$ cat src/rtl/core/rc_packet_failsafe_hopper_macros.svh
// Assertion macros for the radio receiver core.
// Expects clk and rst in the scope where a macro is used.
`ifndef RC_PACKET_FAILSAFE_HOPPER_MACROS_SVH
`define RC_PACKET_FAILSAFE_HOPPER_MACROS_SVH

// Same-cycle implication, checked outside reset
`define RCFH_ASSERT_NOW(label, pre, post) \
  label: assert property (@(posedge clk) disable iff (rst) (pre) |-> (post)) \
    else $error("rcfh assertion failed");

// Next-cycle implication, checked outside reset
`define RCFH_ASSERT_NEXT(label, pre, post) \
  label: assert property (@(posedge clk) disable iff (rst) (pre) |=> (post)) \
    else $error("rcfh assertion failed");

`endif

$ cat src/rtl/core/rcfh_pkg.sv
// Shared types, constants and the hop table for the radio receiver core.
// No dependencies; every module of the block imports this package.
`timescale 1ns / 1ps

package rcfh_pkg;

  // Field widths
  localparam int BYTE_W   = 8;
  localparam int CHAN_W   = 10;
  localparam int MODE_W   = 13;
  localparam int HOP_W    = 3;
  localparam int MISS_W   = 8;
  localparam int LOSS_W   = 16;
  localparam int HOPT_W   = 8;
  localparam int CFG_W    = 16;

  // Sizes
  localparam int CHANNEL_COUNT   = 8;
  localparam int STORE_LEN       = 11;
  localparam int CNT_W           = $clog2(STORE_LEN + 1);
  localparam int HOP_SLOTS       = 5;
  localparam int HOP_TABLE_DEPTH = 100;
  localparam int RND_PTR_W       = $clog2(HOP_TABLE_DEPTH + 1);
  localparam int RND_TAB_LEN     = 100;
  localparam int RND_IDX_W       = $clog2(RND_TAB_LEN);
  localparam int RND_ARG_W       = 9;

  // Headers and reset values
  localparam logic [BYTE_W-1:0] HDR_FAILSAFE = 8'ha0;
  localparam logic [BYTE_W-1:0] HDR_LIVE     = 8'ha1;
  localparam logic [BYTE_W-1:0] HDR_MODE     = 8'ha2;
  localparam logic [LOSS_W-1:0] LOSS_TIMEOUT_RESET = 16'd2000;
  localparam logic [HOPT_W-1:0] HOP_PERIOD_RESET   = 8'd24;
  localparam logic [CHAN_W-1:0] CHAN_RESET         = 10'd511;
  localparam logic [CHAN_W-1:0] FS_CH2_RESET       = 10'd80;
  localparam int                FS_CH2_IDX         = 2;
  localparam logic [MISS_W-1:0] MISS_LIMIT         = 8'd5;
  localparam logic [MISS_W-1:0] MISS_MAX           = 8'd255;

  // Command and register codes
  localparam logic CMD_BYTE = 1'b0;
  localparam logic CMD_TICK = 1'b1;
  localparam logic CFG_LOSS_TIMEOUT = 1'b0;
  localparam logic CFG_HOP_PERIOD   = 1'b1;

  typedef enum logic [1:0] {
    EV_PACKET = 2'd0,
    EV_HOP    = 2'd1,
    EV_LOST   = 2'd2
  } ev_t;

  typedef logic [CHANNEL_COUNT-1:0][CHAN_W-1:0] chan_vec_t;

  typedef struct packed {
    logic              cmd;
    logic [BYTE_W-1:0] rx_byte;
    logic              last_byte;
  } in_t;

  typedef struct packed {
    ev_t               event_res;
    logic [HOP_W-1:0]  hop_index;
    logic              failsafe_active;
    logic [MODE_W-1:0] mode_word;
    logic [CHAN_W-1:0] chan0;
    logic [CHAN_W-1:0] chan1;
    logic [CHAN_W-1:0] chan2;
    logic [CHAN_W-1:0] chan3;
    logic [CHAN_W-1:0] chan4;
    logic [CHAN_W-1:0] chan5;
    logic [CHAN_W-1:0] chan6;
    logic [CHAN_W-1:0] chan7;
  } out_t;

  // One processing step of the registered request
  typedef struct packed {
    logic              en;
    logic              cmd;
    logic [BYTE_W-1:0] rx_byte;
    logic              last_byte;
  } step_t;

  typedef struct packed {
    logic             we;
    logic             index;
    logic [CFG_W-1:0] data;
  } cfg_wr_t;

  // Finished packet, decoded from the store plus the final byte
  typedef struct packed {
    logic              done;
    logic [BYTE_W-1:0] hdr;
    logic [MODE_W-1:0] mode;
    chan_vec_t         vals;
  } pkt_t;

  // Link status after this step
  typedef struct packed {
    logic             lost;
    logic             hopped;
    logic [HOP_W-1:0] hop_pos;
    logic             fs_flag;
  } link_stat_t;

  typedef struct packed {
    logic [MODE_W-1:0] mode;
    chan_vec_t         live;
  } chan_view_t;

  localparam logic [HOP_W-1:0] RND_TAB [RND_TAB_LEN] = '{
    3'd4,3'd1,3'd3,3'd2,3'd2,3'd1,3'd0,3'd0,3'd2,3'd2,3'd2,3'd3,3'd4,3'd1,3'd2,3'd1,3'd4,
    3'd3,3'd3,3'd4,3'd2,3'd0,3'd2,3'd2,3'd3,3'd1,3'd2,3'd3,3'd2,3'd2,3'd2,3'd4,3'd2,3'd4,
    3'd0,3'd3,3'd4,3'd2,3'd3,3'd1,3'd0,3'd3,3'd1,3'd3,3'd3,3'd0,3'd2,3'd0,3'd4,3'd3,3'd3,
    3'd3,3'd3,3'd3,3'd4,3'd1,3'd1,3'd4,3'd3,3'd0,3'd1,3'd0,3'd3,3'd2,3'd3,3'd2,3'd3,
    3'd3,3'd4,3'd4,3'd1,3'd3,3'd0,3'd0,3'd3,3'd1,3'd3,3'd3,3'd3,3'd0,3'd3,3'd3,3'd4,
    3'd1,3'd2,3'd4,3'd1,3'd3,3'd0,3'd1,3'd3,3'd4,3'd4,3'd3,3'd2,3'd3,3'd1,3'd2,3'd3,3'd3
  };

  // Pseudo-random hop slot; entries past the table read as zero
  function automatic logic [HOP_W-1:0] rnd_slot(input logic [RND_ARG_W-1:0] idx);
    logic [HOP_W-1:0] slot;
    slot = '0;
    if (idx < RND_ARG_W'(RND_TAB_LEN)) begin
      slot = RND_TAB[idx[RND_IDX_W-1:0]];
    end
    return slot;
  endfunction

  // Step the hop slot, wrapping after the last one
  function automatic logic [HOP_W-1:0] hop_step(input logic [HOP_W-1:0] pos);
    logic [HOP_W-1:0] nxt;
    nxt = pos + HOP_W'(1);
    if (nxt >= HOP_W'(HOP_SLOTS)) begin
      nxt = '0;
    end
    return nxt;
  endfunction

endpackage

$ cat src/rtl/core/rcfh_packet_asm.sv
// Packet assembly: byte store, byte count and unpacking of a finished packet.
// Depends on rcfh_pkg.
`timescale 1ns / 1ps

module rcfh_packet_asm (
  input  logic          clk,
  input  logic          rst,
  input  rcfh_pkg::step_t step,
  output rcfh_pkg::pkt_t  pkt
);
  import rcfh_pkg::*;

  logic [STORE_LEN-1:0][BYTE_W-1:0] store;
  logic [STORE_LEN-1:0][BYTE_W-1:0] view;
  logic [CNT_W-1:0]                 byte_count;
  logic                             byte_wr;

  assign byte_wr = step.en && (step.cmd == CMD_BYTE);

  // Overlay the incoming byte on the store at the fill position
  always_comb begin
    for (int i = 0; i < STORE_LEN; i++) begin
      view[i] = (byte_wr && (byte_count == CNT_W'(i))) ? step.rx_byte : store[i];
    end
  end

  // Unpack the mode word and two groups of four 10-bit values
  always_comb begin
    pkt.done = byte_wr && step.last_byte;
    pkt.hdr  = view[0];
    pkt.mode = {view[1][7:6], view[1][3:1], view[2]};
    for (int h = 0; h < 2; h++) begin
      pkt.vals[4*h]   = {view[1+5*h],       view[2+5*h][7:6]};
      pkt.vals[4*h+1] = {view[2+5*h][5:0],  view[3+5*h][7:4]};
      pkt.vals[4*h+2] = {view[3+5*h][3:0],  view[4+5*h][7:2]};
      pkt.vals[4*h+3] = {view[4+5*h][1:0],  view[5+5*h]};
    end
  end

  // Store bytes; drop extras; clear after the final byte
  always_ff @(posedge clk) begin
    if (rst) begin
      store      <= '0;
      byte_count <= '0;
    end else if (byte_wr) begin
      if (step.last_byte) begin
        store      <= '0;
        byte_count <= '0;
      end else begin
        store <= view;
        if (byte_count < CNT_W'(STORE_LEN)) begin
          byte_count <= byte_count + CNT_W'(1);
        end
      end
    end
  end

endmodule

$ cat src/rtl/core/rcfh_link_ctrl.sv
// Link control: loss and hop timers, miss count, hop index and failsafe flag.
// Holds the two configuration registers. Depends on rcfh_pkg.
`timescale 1ns / 1ps

module rcfh_link_ctrl (
  input  logic                clk,
  input  logic                rst,
  input  rcfh_pkg::cfg_wr_t    cfg,
  input  rcfh_pkg::step_t      step,
  output rcfh_pkg::link_stat_t stat
);
  import rcfh_pkg::*;

  logic [LOSS_W-1:0]    loss_timeout;
  logic [HOPT_W-1:0]    hop_period;
  logic [LOSS_W-1:0]    loss_timer, loss_timer_next;
  logic                 loss_armed, loss_armed_next;
  logic [HOPT_W-1:0]    hop_timer, hop_timer_next;
  logic                 hop_running, hop_running_next;
  logic [MISS_W-1:0]    miss_count, miss_count_next;
  logic [RND_PTR_W-1:0] rnd_ptr, rnd_ptr_next;
  logic [HOP_W-1:0]     hop_pos, hop_pos_next;
  logic                 fs_flag, fs_flag_next;
  logic                 lost, hopped;

  // Work out the next link state for a packet end or a tick
  always_comb begin
    logic [LOSS_W-1:0]    loss_inc;
    logic [HOPT_W-1:0]    hop_inc;
    logic [MISS_W-1:0]    miss_sat;
    logic [RND_PTR_W-1:0] ptr_use;
    loss_timer_next  = loss_timer;
    loss_armed_next  = loss_armed;
    hop_timer_next   = hop_timer;
    hop_running_next = hop_running;
    miss_count_next  = miss_count;
    rnd_ptr_next     = rnd_ptr;
    hop_pos_next     = hop_pos;
    fs_flag_next     = fs_flag;
    lost             = 1'b0;
    hopped           = 1'b0;
    loss_inc = loss_timer + LOSS_W'(1);
    hop_inc  = hop_timer + HOPT_W'(1);
    miss_sat = (miss_count == MISS_MAX) ? miss_count : miss_count + MISS_W'(1);
    ptr_use  = (rnd_ptr >= RND_PTR_W'(HOP_TABLE_DEPTH)) ? '0 : rnd_ptr;
    if (step.en && (step.cmd == CMD_BYTE) && step.last_byte) begin
      miss_count_next  = '0;
      fs_flag_next     = 1'b0;
      loss_timer_next  = '0;
      loss_armed_next  = 1'b1;
      hop_timer_next   = '0;
      hop_running_next = 1'b1;
      hop_pos_next     = hop_step(hop_pos);
    end else if (step.en && (step.cmd == CMD_TICK)) begin
      // One-shot loss timeout
      if (loss_armed) begin
        loss_timer_next = loss_inc;
        if (loss_inc >= loss_timeout) begin
          loss_armed_next = 1'b0;
          loss_timer_next = '0;
          fs_flag_next    = 1'b1;
          lost            = 1'b1;
        end
      end
      // Periodic hop timer
      if (hop_running) begin
        hop_timer_next = hop_inc;
        if (hop_inc >= hop_period) begin
          hop_timer_next  = '0;
          miss_count_next = miss_sat;
          hopped          = 1'b1;
          if (miss_sat > MISS_LIMIT) begin
            hop_pos_next = rnd_slot(RND_ARG_W'(ptr_use));
            rnd_ptr_next = ptr_use + RND_PTR_W'(1);
          end else begin
            hop_pos_next = hop_step(hop_pos);
          end
        end
      end
    end
  end

  always_comb begin
    stat.lost    = lost;
    stat.hopped  = hopped;
    stat.hop_pos = hop_pos_next;
    stat.fs_flag = fs_flag_next;
  end

  // Configuration registers
  always_ff @(posedge clk) begin
    if (rst) begin
      loss_timeout <= LOSS_TIMEOUT_RESET;
      hop_period   <= HOP_PERIOD_RESET;
    end else if (cfg.we) begin
      if (cfg.index == CFG_LOSS_TIMEOUT) begin
        loss_timeout <= cfg.data[LOSS_W-1:0];
      end else begin
        hop_period <= cfg.data[HOPT_W-1:0];
      end
    end
  end

  // Link state
  always_ff @(posedge clk) begin
    if (rst) begin
      loss_timer  <= '0;
      loss_armed  <= 1'b0;
      hop_timer   <= '0;
      hop_running <= 1'b0;
      miss_count  <= '0;
      rnd_ptr     <= '0;
      hop_pos     <= '0;
      fs_flag     <= 1'b0;
    end else begin
      loss_timer  <= loss_timer_next;
      loss_armed  <= loss_armed_next;
      hop_timer   <= hop_timer_next;
      hop_running <= hop_running_next;
      miss_count  <= miss_count_next;
      rnd_ptr     <= rnd_ptr_next;
      hop_pos     <= hop_pos_next;
      fs_flag     <= fs_flag_next;
    end
  end

endmodule

$ cat src/rtl/core/rcfh_chan_regs.sv
// Channel registers: live values, failsafe values and the mode word.
// Depends on rcfh_pkg.
`timescale 1ns / 1ps

module rcfh_chan_regs (
  input  logic                clk,
  input  logic                rst,
  input  rcfh_pkg::pkt_t       pkt,
  input  logic                lost,
  output rcfh_pkg::chan_view_t view
);
  import rcfh_pkg::*;

  chan_vec_t         live, live_next;
  chan_vec_t         failsafe, failsafe_next;
  logic [MODE_W-1:0] mode, mode_next;

  // Load from a packet by header, or copy failsafe values on loss
  always_comb begin
    live_next     = live;
    failsafe_next = failsafe;
    mode_next     = mode;
    if (pkt.done) begin
      if (pkt.hdr == HDR_MODE) begin
        mode_next = pkt.mode;
      end else if (pkt.hdr == HDR_FAILSAFE) begin
        failsafe_next = pkt.vals;
      end else if (pkt.hdr == HDR_LIVE) begin
        live_next = pkt.vals;
      end
    end else if (lost) begin
      live_next = failsafe;
    end
  end

  always_comb begin
    view.mode = mode_next;
    view.live = live_next;
  end

  always_ff @(posedge clk) begin
    if (rst) begin
      for (int i = 0; i < CHANNEL_COUNT; i++) begin
        live[i]     <= CHAN_RESET;
        failsafe[i] <= (i == FS_CH2_IDX) ? FS_CH2_RESET : CHAN_RESET;
      end
      mode <= '0;
    end else begin
      live     <= live_next;
      failsafe <= failsafe_next;
      mode     <= mode_next;
    end
  end

endmodule

$ cat src/rtl/core/rc_packet_failsafe_hopper.sv
// Radio receiver core top level: input register, state units, result register.
// Depends on rcfh_pkg, rcfh_packet_asm, rcfh_link_ctrl, rcfh_chan_regs and the macro header.
//
// Usage:
//   in_valid/in_ready/in_data carry one request: a packet byte (cmd = 0, with
//   last_byte marking the end of a packet) or a millisecond tick (cmd = 1).
//   out_valid/out_ready/out_data carry a result: one per finished packet, and
//   one per tick on which the hop timer or the loss timer expires.
//   cfg_we/cfg_index/cfg_data write loss_timeout_ms (index 0) and
//   hop_period_ms (index 1); write only while the block is idle.
// Timing:
//   A request taken into the input register is processed once the result
//   register is free; its result loads into that register. One request per
//   cycle is sustained if out_ready holds; state updates in one registered pass.
// Reset (rst, synchronous): timers stop, hop index 0, live channels 511,
//   failsafe values 511 except channel 2 at 80, mode word 0, both
//   configuration registers at their defaults.
// Stall: while a result waits on out_ready, one more request is held in the
//   input register and in_ready then drops until the result is taken.
`timescale 1ns / 1ps
`include "rc_packet_failsafe_hopper_macros.svh"

module rc_packet_failsafe_hopper (
  input  logic            clk,
  input  logic            rst,
  input  logic            in_valid,
  output logic            in_ready,
  input  rcfh_pkg::in_t   in_data,
  output logic            out_valid,
  input  logic            out_ready,
  output rcfh_pkg::out_t  out_data,
  input  logic            cfg_we,
  input  logic            cfg_index,
  input  logic [15:0]     cfg_data
);
  import rcfh_pkg::*;

  logic       in_valid_q;
  in_t        in_q;
  logic       fire;
  logic       produces;
  logic       out_valid_q;
  out_t       out_q;
  out_t       result;
  step_t      step;
  cfg_wr_t    cfg;
  pkt_t       pkt;
  link_stat_t stat;
  chan_view_t chans;

  // Process the held request when the result register is free
  assign fire     = in_valid_q && (!out_valid_q || out_ready);
  assign in_ready = !in_valid_q || fire;

  always_comb begin
    step.en        = fire;
    step.cmd       = in_q.cmd;
    step.rx_byte   = in_q.rx_byte;
    step.last_byte = in_q.last_byte;
    cfg.we         = cfg_we;
    cfg.index      = cfg_index;
    cfg.data       = cfg_data;
  end

  // Input register
  always_ff @(posedge clk) begin
    if (rst) begin
      in_valid_q <= 1'b0;
    end else if (in_ready) begin
      in_valid_q <= in_valid;
    end
  end

  always_ff @(posedge clk) begin
    if (in_ready && in_valid) begin
      in_q <= in_data;
    end
  end

  rcfh_packet_asm u_packet_asm (
    .clk  (clk),
    .rst  (rst),
    .step (step),
    .pkt  (pkt)
  );

  rcfh_link_ctrl u_link_ctrl (
    .clk  (clk),
    .rst  (rst),
    .cfg  (cfg),
    .step (step),
    .stat (stat)
  );

  rcfh_chan_regs u_chan_regs (
    .clk  (clk),
    .rst  (rst),
    .pkt  (pkt),
    .lost (stat.lost),
    .view (chans)
  );

  // Assemble the result from the updated state
  always_comb begin
    produces = (in_q.cmd == CMD_BYTE) ? in_q.last_byte : (stat.lost || stat.hopped);
    if (in_q.cmd == CMD_BYTE) begin
      result.event_res = EV_PACKET;
    end else if (stat.lost) begin
      result.event_res = EV_LOST;
    end else begin
      result.event_res = EV_HOP;
    end
    result.hop_index       = stat.hop_pos;
    result.failsafe_active = stat.fs_flag;
    result.mode_word       = chans.mode;
    result.chan0           = chans.live[0];
    result.chan1           = chans.live[1];
    result.chan2           = chans.live[2];
    result.chan3           = chans.live[3];
    result.chan4           = chans.live[4];
    result.chan5           = chans.live[5];
    result.chan6           = chans.live[6];
    result.chan7           = chans.live[7];
  end

  // Result register
  always_ff @(posedge clk) begin
    if (rst) begin
      out_valid_q <= 1'b0;
    end else if (fire && produces) begin
      out_valid_q <= 1'b1;
    end else if (out_ready) begin
      out_valid_q <= 1'b0;
    end
  end

  always_ff @(posedge clk) begin
    if (fire && produces) begin
      out_q <= result;
    end
  end

  assign out_valid = out_valid_q;
  assign out_data  = out_q;

  // A processed request that yields a result shows up next cycle
  `RCFH_ASSERT_NEXT(a_result_loaded, fire && produces, out_valid_q && (out_q == $past(result)))
  // A finished packet always reports a packet event with failsafe cleared
  `RCFH_ASSERT_NEXT(a_packet_clears_fs, fire && (in_q.cmd == CMD_BYTE) && in_q.last_byte,
    (out_q.event_res == EV_PACKET) && !out_q.failsafe_active)
  // Loss and hop events come only from a processed tick
  `RCFH_ASSERT_NOW(a_timer_on_tick, stat.lost || stat.hopped, fire && (in_q.cmd == CMD_TICK))
  // A held request waits unchanged in the input register
  `RCFH_ASSERT_NEXT(a_input_held, in_valid_q && !fire, in_valid_q && $stable(in_q))

endmodule
$ cat config.mk
export PLATFORM = sky130hd
export DESIGN_NAME = rc_packet_failsafe_hopper
export DESIGN_NICKNAME = d
export VERILOG_FILES = /design/src/rtl/core/rcfh_pkg.sv /design/src/rtl/core/rcfh_packet_asm.sv /design/src/rtl/core/rcfh_link_ctrl.sv /design/src/rtl/core/rcfh_chan_regs.sv /design/src/rtl/core/rc_packet_failsafe_hopper.sv
export VERILOG_INCLUDE_DIRS = /design/src /design/src/rtl/core
export SDC_FILE = /design/constraint.sdc
export NUM_CORES = 1
export LEC_CHECK = 0
export BUFFER_PORTS_ARGS = -buffer_cell sky130_fd_sc_hd__buf_2
export CORE_MARGIN = 5
export CORE_UTILIZATION = 60
export DETAILED_ROUTE_END_ITERATION = 8
export PLACE_DENSITY_LB_ADDON = 0.25
export SLEW_MARGIN = 20
export SYNTH_ARGS = -nofsm -noshare
export SYNTH_HDL_FRONTEND = slang
export SYNTH_HIERARCHICAL = 1
export SYNTH_SLANG_ARGS = --single-unit
$ cat constraint.sdc
create_clock -name clk -period 25.6 [get_ports clk]
set_input_delay 1.28 -clock clk [delete_from_list [all_inputs] [get_ports clk]]
set_output_delay 1.28 -clock clk [all_outputs]
set_load 0.01 [all_outputs]
==> results_dict.tcl, run 1 <==
set metrics [dict create \
    synth_nets 2403 \
    dp.cells 2777 \
    core_mm2 0.0374 \
    cts_tree "done" \
    wl_per_cell_um 21.7 \
    instances_no_fill 2863 \
    p_int_w 0.00115 \
    slew_viol_final 0 \
    io_pins 133 \
    cp.required_ns 26.01 \
    layout_commonest_cell "dfxtp_1" \
    ys_seq_area_share_pct 44.3 \
    grt_pass1_vias 18583 \
    synth_warnings 6 \
    rows 71 \
    drt_wl_total_mm 62.1 \
    finalSetupViolations 0 \
    gp_congestion 0.835 \
    htree_num_levels 2 \
    port_buffers 132 \
    seqPwrFrac_pct 49.2 \
    vias 18721 \
    path_max_fanout 60 \
    clock.fmax_ghz 0.186 \
    fin_util_pct 65.9 \
    synthArstFlopShare_pct 0 \
    synth_area_leader_cell "dfxtp_1" \
    dr.pass1.iters 6 \
    clkPwrFrac_pct 46.7 \
    via_per_inst 6.54 \
    overflow 0 \
    maxCapViolations 0 \
    postCtsHoldBufs 0 \
    route.detailed.drc 0 \
    criticalPathCategory "primary input to flip-flop" \
    p_leak_nw 8.40 \
    grt_setup_unrepaired "false" \
    min_period_ns 5.37 \
    synth.avg_cell_area_um2 9.70 \
    synth_area_leaders "dfxtp_1 (30%), edfxtp_1 (14%), mux2i_1 (6.2%)" \
    finalClockSkew_ns 0.00909 \
    cp-end-kind "flip-flop" \
    clkLatencyLatePin_ns 0.57 \
    start_util_pct 60.4 \
    cts_root_buf "clkbuf_16" \
    antenna_found_initial 0 \
    die_h_um 204 \
    ys_ff_latch 445 \
    postRouteAntennaNets 0 \
    layout_common_cells "dfxtp_1 (336), nor2_1 (187), mux2i_1 (141), buf_2 (131), edfxtp_1 (109)" \
    post_cts_resized 0 \
    cp.arrival_ns 5.78 \
    start_kind "primary input" \
    finalSetupTns_ns 0 \
    min_path_type "flip-flop to flip-flop" \
    drive_gt1_share_pct 14.0 \
    worst_pin_slew_ns 1.17 \
    area_growth_pct 9.13 \
    slew_headroom_pct 21.7 \
    power_w 0.00149 \
    cts_buffers 47 \
    synth_edf_count 109 \
    clk_pin_slew_ns 0.06 \
    synthDominantCellAreaShare_pct 29.8 \
    synth.distinct_cells 89 \
    sw_frac_of_total_pct 22.6 \
    clock_path_buffers 3 \
    syn_area_mm2 0.0226 \
    grt_pass1_wl_mm 98.6 \
    cellPowerDensity_mw_per_mm2 60.3 \
    num_antenna_cells 0 \
    nets 2391 \
    place_hpwl_mm 37.0 \
    die_x_um 204 \
    netlist_instances 2327 \
    grt_max_degree 92 \
    peakVddDrop_mv 0.0639 \
    cts_setup_buffers 0 \
    die_area_mm2 0.0416 \
    hold_viol 0 \
    fin_crit_sh_pct 21.0 \
    pwr-share-comb_pct 4.0 \
    synth_flop_cell "dfxtp_1" \
    switching_power_w 0.000335 \
    status "complete, no violations" \
    drt_iter0_drc 1835 \
    clock_sinks 445 \
    grt_usage_pct 28.9 \
]
logic make-up after synthesis:
group / after synthesis / synth area share, %
flops: 445 / 44.3
compound gates: 547 / 17.2
buf+inv: 276 / 5.97
xor+xnor: 27 / 1.05
fa+ha+maj: 44 / 2.44
mux: 230 / 10.7
simple gates: 758 / 18.4
per-stage QoR:
step                      hold WS, ns  cell area (µm²)  setup WS (ns)
after floorplan                 0.436            22600          12.72
after global placement          0.444            23000          20.04
after detailed placement        0.450            23100          19.79
after CTS                       0.458            24600          20.30
after global routing            0.481            24600          19.94
final                           0.455            24600          20.23
synthesized netlist by cell type, drive strengths merged (12+ instances only):
cell,n
nor3,111
nor2b,21
and2,76
xor2,12
a31o,89
nor2,205
a211oi,26
dfxtp,336
mux2i,141
o21ai,105
nand4,37
nor4,19
nand2,98
o31ai,31
xnor2,15
a21oi,85
buf,114
a21o,13
nand3b,13
a32oi,72
nand3,108
clkbuf,111
edfxtp,109
a31oi,88
mux2,89
and3,13
inv,51
ha,44
per-layer routing:
layer	track usage, %	share of wire [%]	vias up
met4	10.0	2.6	0
li1	-	-	8565
met3	5.11	8.9	141
met2	46.2	46	926
met5	0	0	-
met1	39.9	42	9089
layout make-up:
type                    instances  area, µm²
fillers                      2986      12800
multi-input cells            1606      11300
flip-flops and latches        445      10000
clock buffers                  66       1400
repair buffers                164        931
well taps                     511        639
inverters                      51        193
clock inverters                20        176
power groups by stage:
stage	Clock (W)	Sequential [W]	Combinational [W]
finish	0.000694	0.000732	0.0000599
floorplan	0	0.000744	0.0000401
global placement	0	0.000746	0.0000567
CTS	0.000705	0.000731	0.0000589
global route	0.000737	0.000731	0.0000641
detailed placement	0	0.000746	0.0000584
state kept, by name (all words and copies together), names as in the netlist, 3 cells and up:
register                  cells
u_chan_regs/failsafe         80
u_link_ctrl/hop_period        8
u_link_ctrl/hop_pos           3
u_packet_asm/store           88
u_link_ctrl/loss_timeout     16
u_chan_regs/live             80
out_data                     99
u_link_ctrl/miss_count        8
u_packet_asm/byte_count       4
in_q                         10
u_link_ctrl/rnd_ptr           7
u_link_ctrl/hop_timer         8
u_link_ctrl/loss_timer       16
u_chan_regs/mode             13
worst max-delay path, cell delays in order:
cell and delay (ns):
buf_2 0.10, nor2b_1 0.08, nor2_1 0.58, nand3b_1 0.15
buf_4 0.29, nor2_4 0.26, mux2_1 0.41, nor4bb_4 0.90
buf_4 0.50, buf_4 0.69, nand3_1 0.23, a31oi_1 0.22
worst paths after layout:
path,slack (ns),end,from,cells past startpoint
max,20.23,out_data[17],out_ready,12
min,0.45,u_link_ctrl/loss_timeout[1],u_link_ctrl/loss_timeout[1],2
max reg2reg,20.24,out_data[70],u_link_ctrl/loss_timer[0],16
min reg2reg,0.45,u_link_ctrl/loss_timeout[1],u_link_ctrl/loss_timeout[1],2
Power figures use the tool's default switching activity.
==> run 2, diff against run 1 <==
==> constraint.sdc (replaced) <==
create_clock -name clk -period 5.3 [get_ports clk]
set_input_delay 0.265 -clock clk [delete_from_list [all_inputs] [get_ports clk]]
set_output_delay 0.265 -clock clk [all_outputs]
set_load 0.01 [all_outputs]
==> results_dict.tcl, run 2 (synthesis gave the netlist of run 1 again) <==
set metrics [dict create \
    fillCellCount 2932 \
    rrSetupSlack_ns 1.07 \
    wl_per_cell_um 21.1 \
    htree_num_levels 2 \
    cts_setup_buffers 0 \
    cts_root_buf "clkbuf_16" \
    fin_crit_sh_pct 79.8 \
    cp-end-kind "flip-flop" \
    hp-start "rst" \
    cts_tree "done" \
    vias 18741 \
    seqPwrFrac_pct 49.8 \
    clock_sinks 445 \
    p_int_w 0.00545 \
    die_area_mm2 0.0416 \
    via_per_inst 6.46 \
    multiInputGateArea_mm2 0.0114 \
    finalSetupTns_ns 0 \
    clock.fmax_ghz 0.236 \
    peakVddDrop_mv 0.263 \
    r2r_cells 15 \
    postRouteAntennaNets 0 \
    pwr-share-comb_pct 4.5 \
    slew_headroom_pct 23.2 \
    cp.required_ns 5.61 \
    largest_reg_flops 99 \
    slew_viol_final 0 \
    route.detailed.drc 0 \
    cellPowerDensity_mw_per_mm2 282 \
    start_util_pct 60.4 \
    seq_area_mm2 0.0100 \
    rows 71 \
    min_period_ns 4.23 \
    cts_buffers 46 \
    finalSetupViolations 0 \
    maxCapViolations 0 \
    die_h_um 204 \
    die_x_um 204 \
    r2r_start "u_link_ctrl/loss_timer[7]" \
    criticalPathCategory "flip-flop to flip-flop" \
    cp.arrival_ns 4.54 \
    grt_pass1_wl_mm 97.8 \
    gp_congestion 0.881 \
    whs_endpoint "u_link_ctrl/hop_pos[1]" \
    min_path_type "primary input to flip-flop" \
    post_cts_resized 0 \
    clock_path_buffers 3 \
    clkLatencyLatePin_ns 0.60 \
    dr.pass1.iters 5 \
    sw_frac_of_total_pct 23.2 \
    clkPwrFrac_pct 45.7 \
    layout_commonest_cell "dfxtp_1" \
    area_growth_pct 11.3 \
    grt_max_degree 94 \
    path_max_fanout 91 \
    whs_path_depth 2 \
    finalClockSkew_ns 0.0258 \
    grt_usage_pct 28.7 \
    worst_pin_slew_ns 1.15 \
    postCtsHoldBufs 29 \
    place_ws_ns 1.24 \
    clk_pin_slew_ns 0.06 \
    p_leak_nw 8.54 \
    r2r_end "out_data[47]" \
    finalWorstSetupSlack_ns 1.07 \
    start_kind "flip-flop" \
    grt_setup_unrepaired "false" \
    switching_power_w 0.00164 \
    hold_viol 0 \
    core_mm2 0.0374 \
    grt_pass1_vias 18307 \
    io_pins 133 \
    overflow 0 \
    nets 2427 \
    layout_common_cells "dfxtp_1 (330), nor2_1 (186), mux2i_1 (141), buf_2 (131), edfxtp_1 (109)" \
    drive_gt1_share_pct 14.8 \
    status "complete, no violations" \
    antenna_found_initial 1 \
    drt_wl_total_mm 61.3 \
    place_hpwl_mm 37.1 \
    drt_iter0_drc 1565 \
    port_buffers 132 \
]
==> run 2: changes by cell type in the layout (fill, tap and decap cells not counted), moves of 2 or more <==
cell / delta
clkinv_1: +3
clkbuf_8: -5
clkbuf_16: -4
buf_12: +6
inv_6: +3
ha_1: -3
dlygate4sd3_1: +29
ha_2: +2
dfxtp_1: -6
nand3_1: -2
and3_4: +4
dfxtp_2: +5
and3_1: -4
buf_16: +2
==> run 2: area by class of cell <==
cell class | instances | share of cell area [%]
Sequential cell | 445 | 39.8
Clock buffer | 57 | 4.91
Timing Repair Buffer | 201 | 5.54
Tap cell | 511 | 2.54
Antenna cell | 1 | 0.00996
Clock inverter | 29 | 1.05
Inverter | 51 | 0.762
Multi-Input combinational cell | 1606 | 45.3
==> run 2: worst max-delay path, stage by stage (launching register included) <==
cell and delay [ns]:
dfxtp_1 0.38, and3_4 0.23, nand4_1 0.13, nor4_2 0.24, nand2_1 0.15, xnor2_1 0.15
ha_1 0.29, a21o_1 0.19, a21o_1 0.17, a21oi_1 0.13, o31a_1 0.68, nor2_4 0.09
buf_12 0.22, mux2i_1 0.42, and2_1 0.18, a31oi_1 0.04
==> run 2: worst max path at each step <==
stage	endpoint	slack, ns	cells past startpoint	start
2_1_floorplan	out_data[0]	-0.62	15	u_link_ctrl/loss_timer[1]
3_3_place_gp	out_data[40]	1.31	13	u_link_ctrl/loss_timer[7]
3_5_place_dp	out_data[40]	1.24	13	u_link_ctrl/loss_timer[7]
4_1_cts	out_data[41]	1.21	13	u_link_ctrl/loss_timer[7]
5_1_grt	out_data[79]	0.88	15	u_link_ctrl/loss_timer[7]
6_report	out_data[47]	1.07	15	u_link_ctrl/loss_timer[7]
==> run 2: per-stage QoR <==
stage | total power, W | util, % | cells | hold slack, ns | cell area [µm²]
floorplan | 0.00378 | - | 2327 | 0.334 | 22700
global placement | 0.00388 | 62.2 | 2782 | 0.443 | 23300
detailed placement | 0.00390 | 62.2 | 2783 | 0.443 | 23300
CTS | 0.00712 | 67.0 | 2898 | 0.137 | 25100
global route | 0.00730 | 67.2 | 2900 | 0.189 | 25100
finish | 0.00709 | 67.2 | 2901 | 0.138 | 25100
==> run 2: metal layers <==
metal  vias to the layer above  share of wire (%)  track usage (%)
met3                       129                8.0             4.65
met2                       902                 46             45.4
met5                         -              0.011                0
met4                         2                3.0             10.8
met1                      9038                 43             39.9
li1                       8670                  -                -
==> run 2: power by group through the flow <==
stage	sequential, W	clock (W)	combinational, W
after global routing	0.00353	0.00343	0.000343
after detailed placement	0.00361	0	0.000291
after CTS	0.00353	0.00328	0.000308
after global placement	0.00360	0	0.000279
final	0.00353	0.00324	0.000320
after floorplan	0.00359	0	0.000195
==> run 3, diff against run 2 <==
==> constraint.sdc (replaced) <==
create_clock -name clk -period 4.35 [get_ports clk]
set_input_delay 0.2175 -clock clk [delete_from_list [all_inputs] [get_ports clk]]
set_output_delay 0.2175 -clock clk [all_outputs]
set_load 0.01 [all_outputs]
==> results_dict.tcl, run 3 (synthesis gave the netlist of run 1 again) <==
set metrics [dict create \
    worst_pin_slew_ns 1.01 \
    cp_slowest_cell "buf_12" \
    multiInputGateArea_mm2 0.0114 \
    postRouteAntennaNets 0 \
    min_path_type "primary input to flip-flop" \
    post_cts_resized 0 \
    dr.pass1.iters 6 \
    worstPathCellList "nand2_2 > nor3_2 > nand4_1 > xnor2_1 > ha_1 > nand2_1 > o21ai_1 > nor2_1 > o31a_1 > nor2_4 > buf_12 > mux2i_1 > and2_1 > a31oi_1" \
    path_max_fanout 91 \
    die_x_um 204 \
    grt_setup_unrepaired "false" \
    num_antenna_cells 0 \
    wl_per_cell_um 21.1 \
    nets 2436 \
    finalClockSkew_ns 0.0140 \
    seq_area_mm2 0.0100 \
    cts_tree "done" \
    route.detailed.drc 0 \
    htree_num_levels 2 \
    hp-start "rst" \
    cts_root_buf "clkbuf_16" \
    start_util_pct 60.4 \
    via_per_inst 6.47 \
    antenna_found_initial 0 \
    r2r_end "out_data[68]" \
    finalSetupViolations 0 \
    core_mm2 0.0374 \
    place_hpwl_mm 37.2 \
    cts_buffers 47 \
    cp.arrival_ns 4.14 \
    slew_viol_final 0 \
    whs_endpoint "u_link_ctrl/loss_timeout[3]" \
    grt_pass1_vias 18624 \
    slew_headroom_pct 32.9 \
    die_area_mm2 0.0416 \
    layout_common_cells "dfxtp_1 (330), nor2_1 (186), mux2i_1 (141), buf_2 (131), edfxtp_1 (109)" \
    fillCellCount 2884 \
    criticalPathCategory "flip-flop to flip-flop" \
    area_growth_pct 11.9 \
    grt_pass1_wl_mm 98.2 \
    cp.required_ns 4.62 \
    grt_usage_pct 28.6 \
    port_buffers 132 \
    rows 71 \
    cts_setup_buffers 0 \
    drt_wl_total_mm 61.3 \
    grt_max_degree 151 \
    largest_reg_flops 99 \
    drive_gt1_share_pct 15.0 \
    instances_no_fill 2909 \
    whs_path_depth 2 \
    io_pins 133 \
    crit_path_max_incr_delay_ns 0.52 \
    clk_pin_slew_ns 0.06 \
    clock.fmax_ghz 0.259 \
    die_h_um 204 \
    clock_sinks 445 \
    layout_commonest_cell "dfxtp_1" \
    maxCapViolations 0 \
    fin_crit_sh_pct 88.8 \
    r2r_cells 14 \
    clkLatencyLatePin_ns 0.58 \
    cellPowerDensity_mw_per_mm2 347 \
    r2r_start "u_link_ctrl/loss_timer[4]" \
    peakVddDrop_mv 0.411 \
    vias 18824 \
    status "complete, no violations" \
    drt_iter0_drc 1773 \
    overflow 0 \
    hold_viol 0 \
    start_kind "flip-flop" \
    rrSetupSlack_ns 0.49 \
    dp.cells 2793 \
    cp-end-kind "flip-flop" \
    power_w 0.00877 \
    gp_congestion 0.875 \
    min_period_ns 3.86 \
    clock_path_buffers 3 \
    p_leak_nw 8.60 \
]
[run 3: cell count changes in the layout (fill, tap and decap cells not counted), moves of 5 or more]
cell | before | now
clkinv_2 | 15 | 9
buf_4 | 31 | 37
clkbuf_1 | 8 | 16
clkbuf_8 | 2 | 7
buf_12 | 6 | 12
[run 3: power by group]
part / switching, W / internal, W / total (W)
registers: 0.0000355 / 0.00426 / 0.00430
clock network: 0.00164 / 0.00243 / 0.00407
logic: 0.000282 / 0.000114 / 0.000396
total: 0.00196 / 0.00681 / 0.00877
[run 3: critical path: cells and delay by family, from the launching register on]
kind | cells | cell delay (ns)
AOI/OAI and AO/OA | 3 | 0.64
muxes | 1 | 0.31
DFF | 1 | 0.43
buffers and inverters | 1 | 0.52
adders and majority gates | 1 | 0.33
and+or+nand+nor | 7 | 1.07
xor gates and xnor gates | 1 | 0.19
[run 3: final cells by class]
class | instances | area share [%]
clock buffer | 74 | 5.67
clock inverter | 13 | 0.550
inverter | 51 | 0.758
multi-input combinational | 1606 | 45.1
sequential | 445 | 39.6
tap | 511 | 2.53
timing repair buffer | 209 | 5.80
[run 3: what timing repair did]
item / 4_1_cts / 5_1_grt
hold buffers: 28 / 0
hold endpoints to repair: 36 / 0
endpoints found under the setup margin: 0 / 0
[run 3: metrics by stage]
step           setup TNS [ns]  util, %  worst slack (ns)  cell area (µm²)  hold slack [ns]
2_1_floorplan         -155.00        -             -1.57            22700            0.287
3_3_place_gp                0     62.6             0.718            23400            0.394
3_5_place_dp                0     62.6             0.568            23400            0.396
4_1_cts                     0     67.5             0.510            25300           0.0971
5_1_grt                     0     67.6             0.203            25300            0.138
6_report                    0     67.6             0.486            25300            0.102
[run 3: how the worst max path moves through the flow]
stage                                   start      endpoint  slack [ns]  depth (start not counted)
finish              u_link_ctrl/loss_timer[4]  out_data[68]        0.49                         14
global route        u_link_ctrl/loss_timer[4]  out_data[79]        0.20                         14
CTS                 u_link_ctrl/loss_timer[4]  out_data[41]        0.51                         14
detailed placement  u_link_ctrl/loss_timer[4]  out_data[25]        0.57                         14
global placement    u_link_ctrl/loss_timer[6]  out_data[27]        0.72                         13
floorplan           u_link_ctrl/loss_timer[1]   out_data[0]       -1.57                         15
[run 3: per-layer routing]
layer	vias to the layer above	GRT usage (%)	share of wire [%]
li1	8671	-	-
met1	9168	38.6	43
met2	831	47.0	47
met3	154	4.32	7.2
met4	0	11.0	3.3
met5	-	0	0
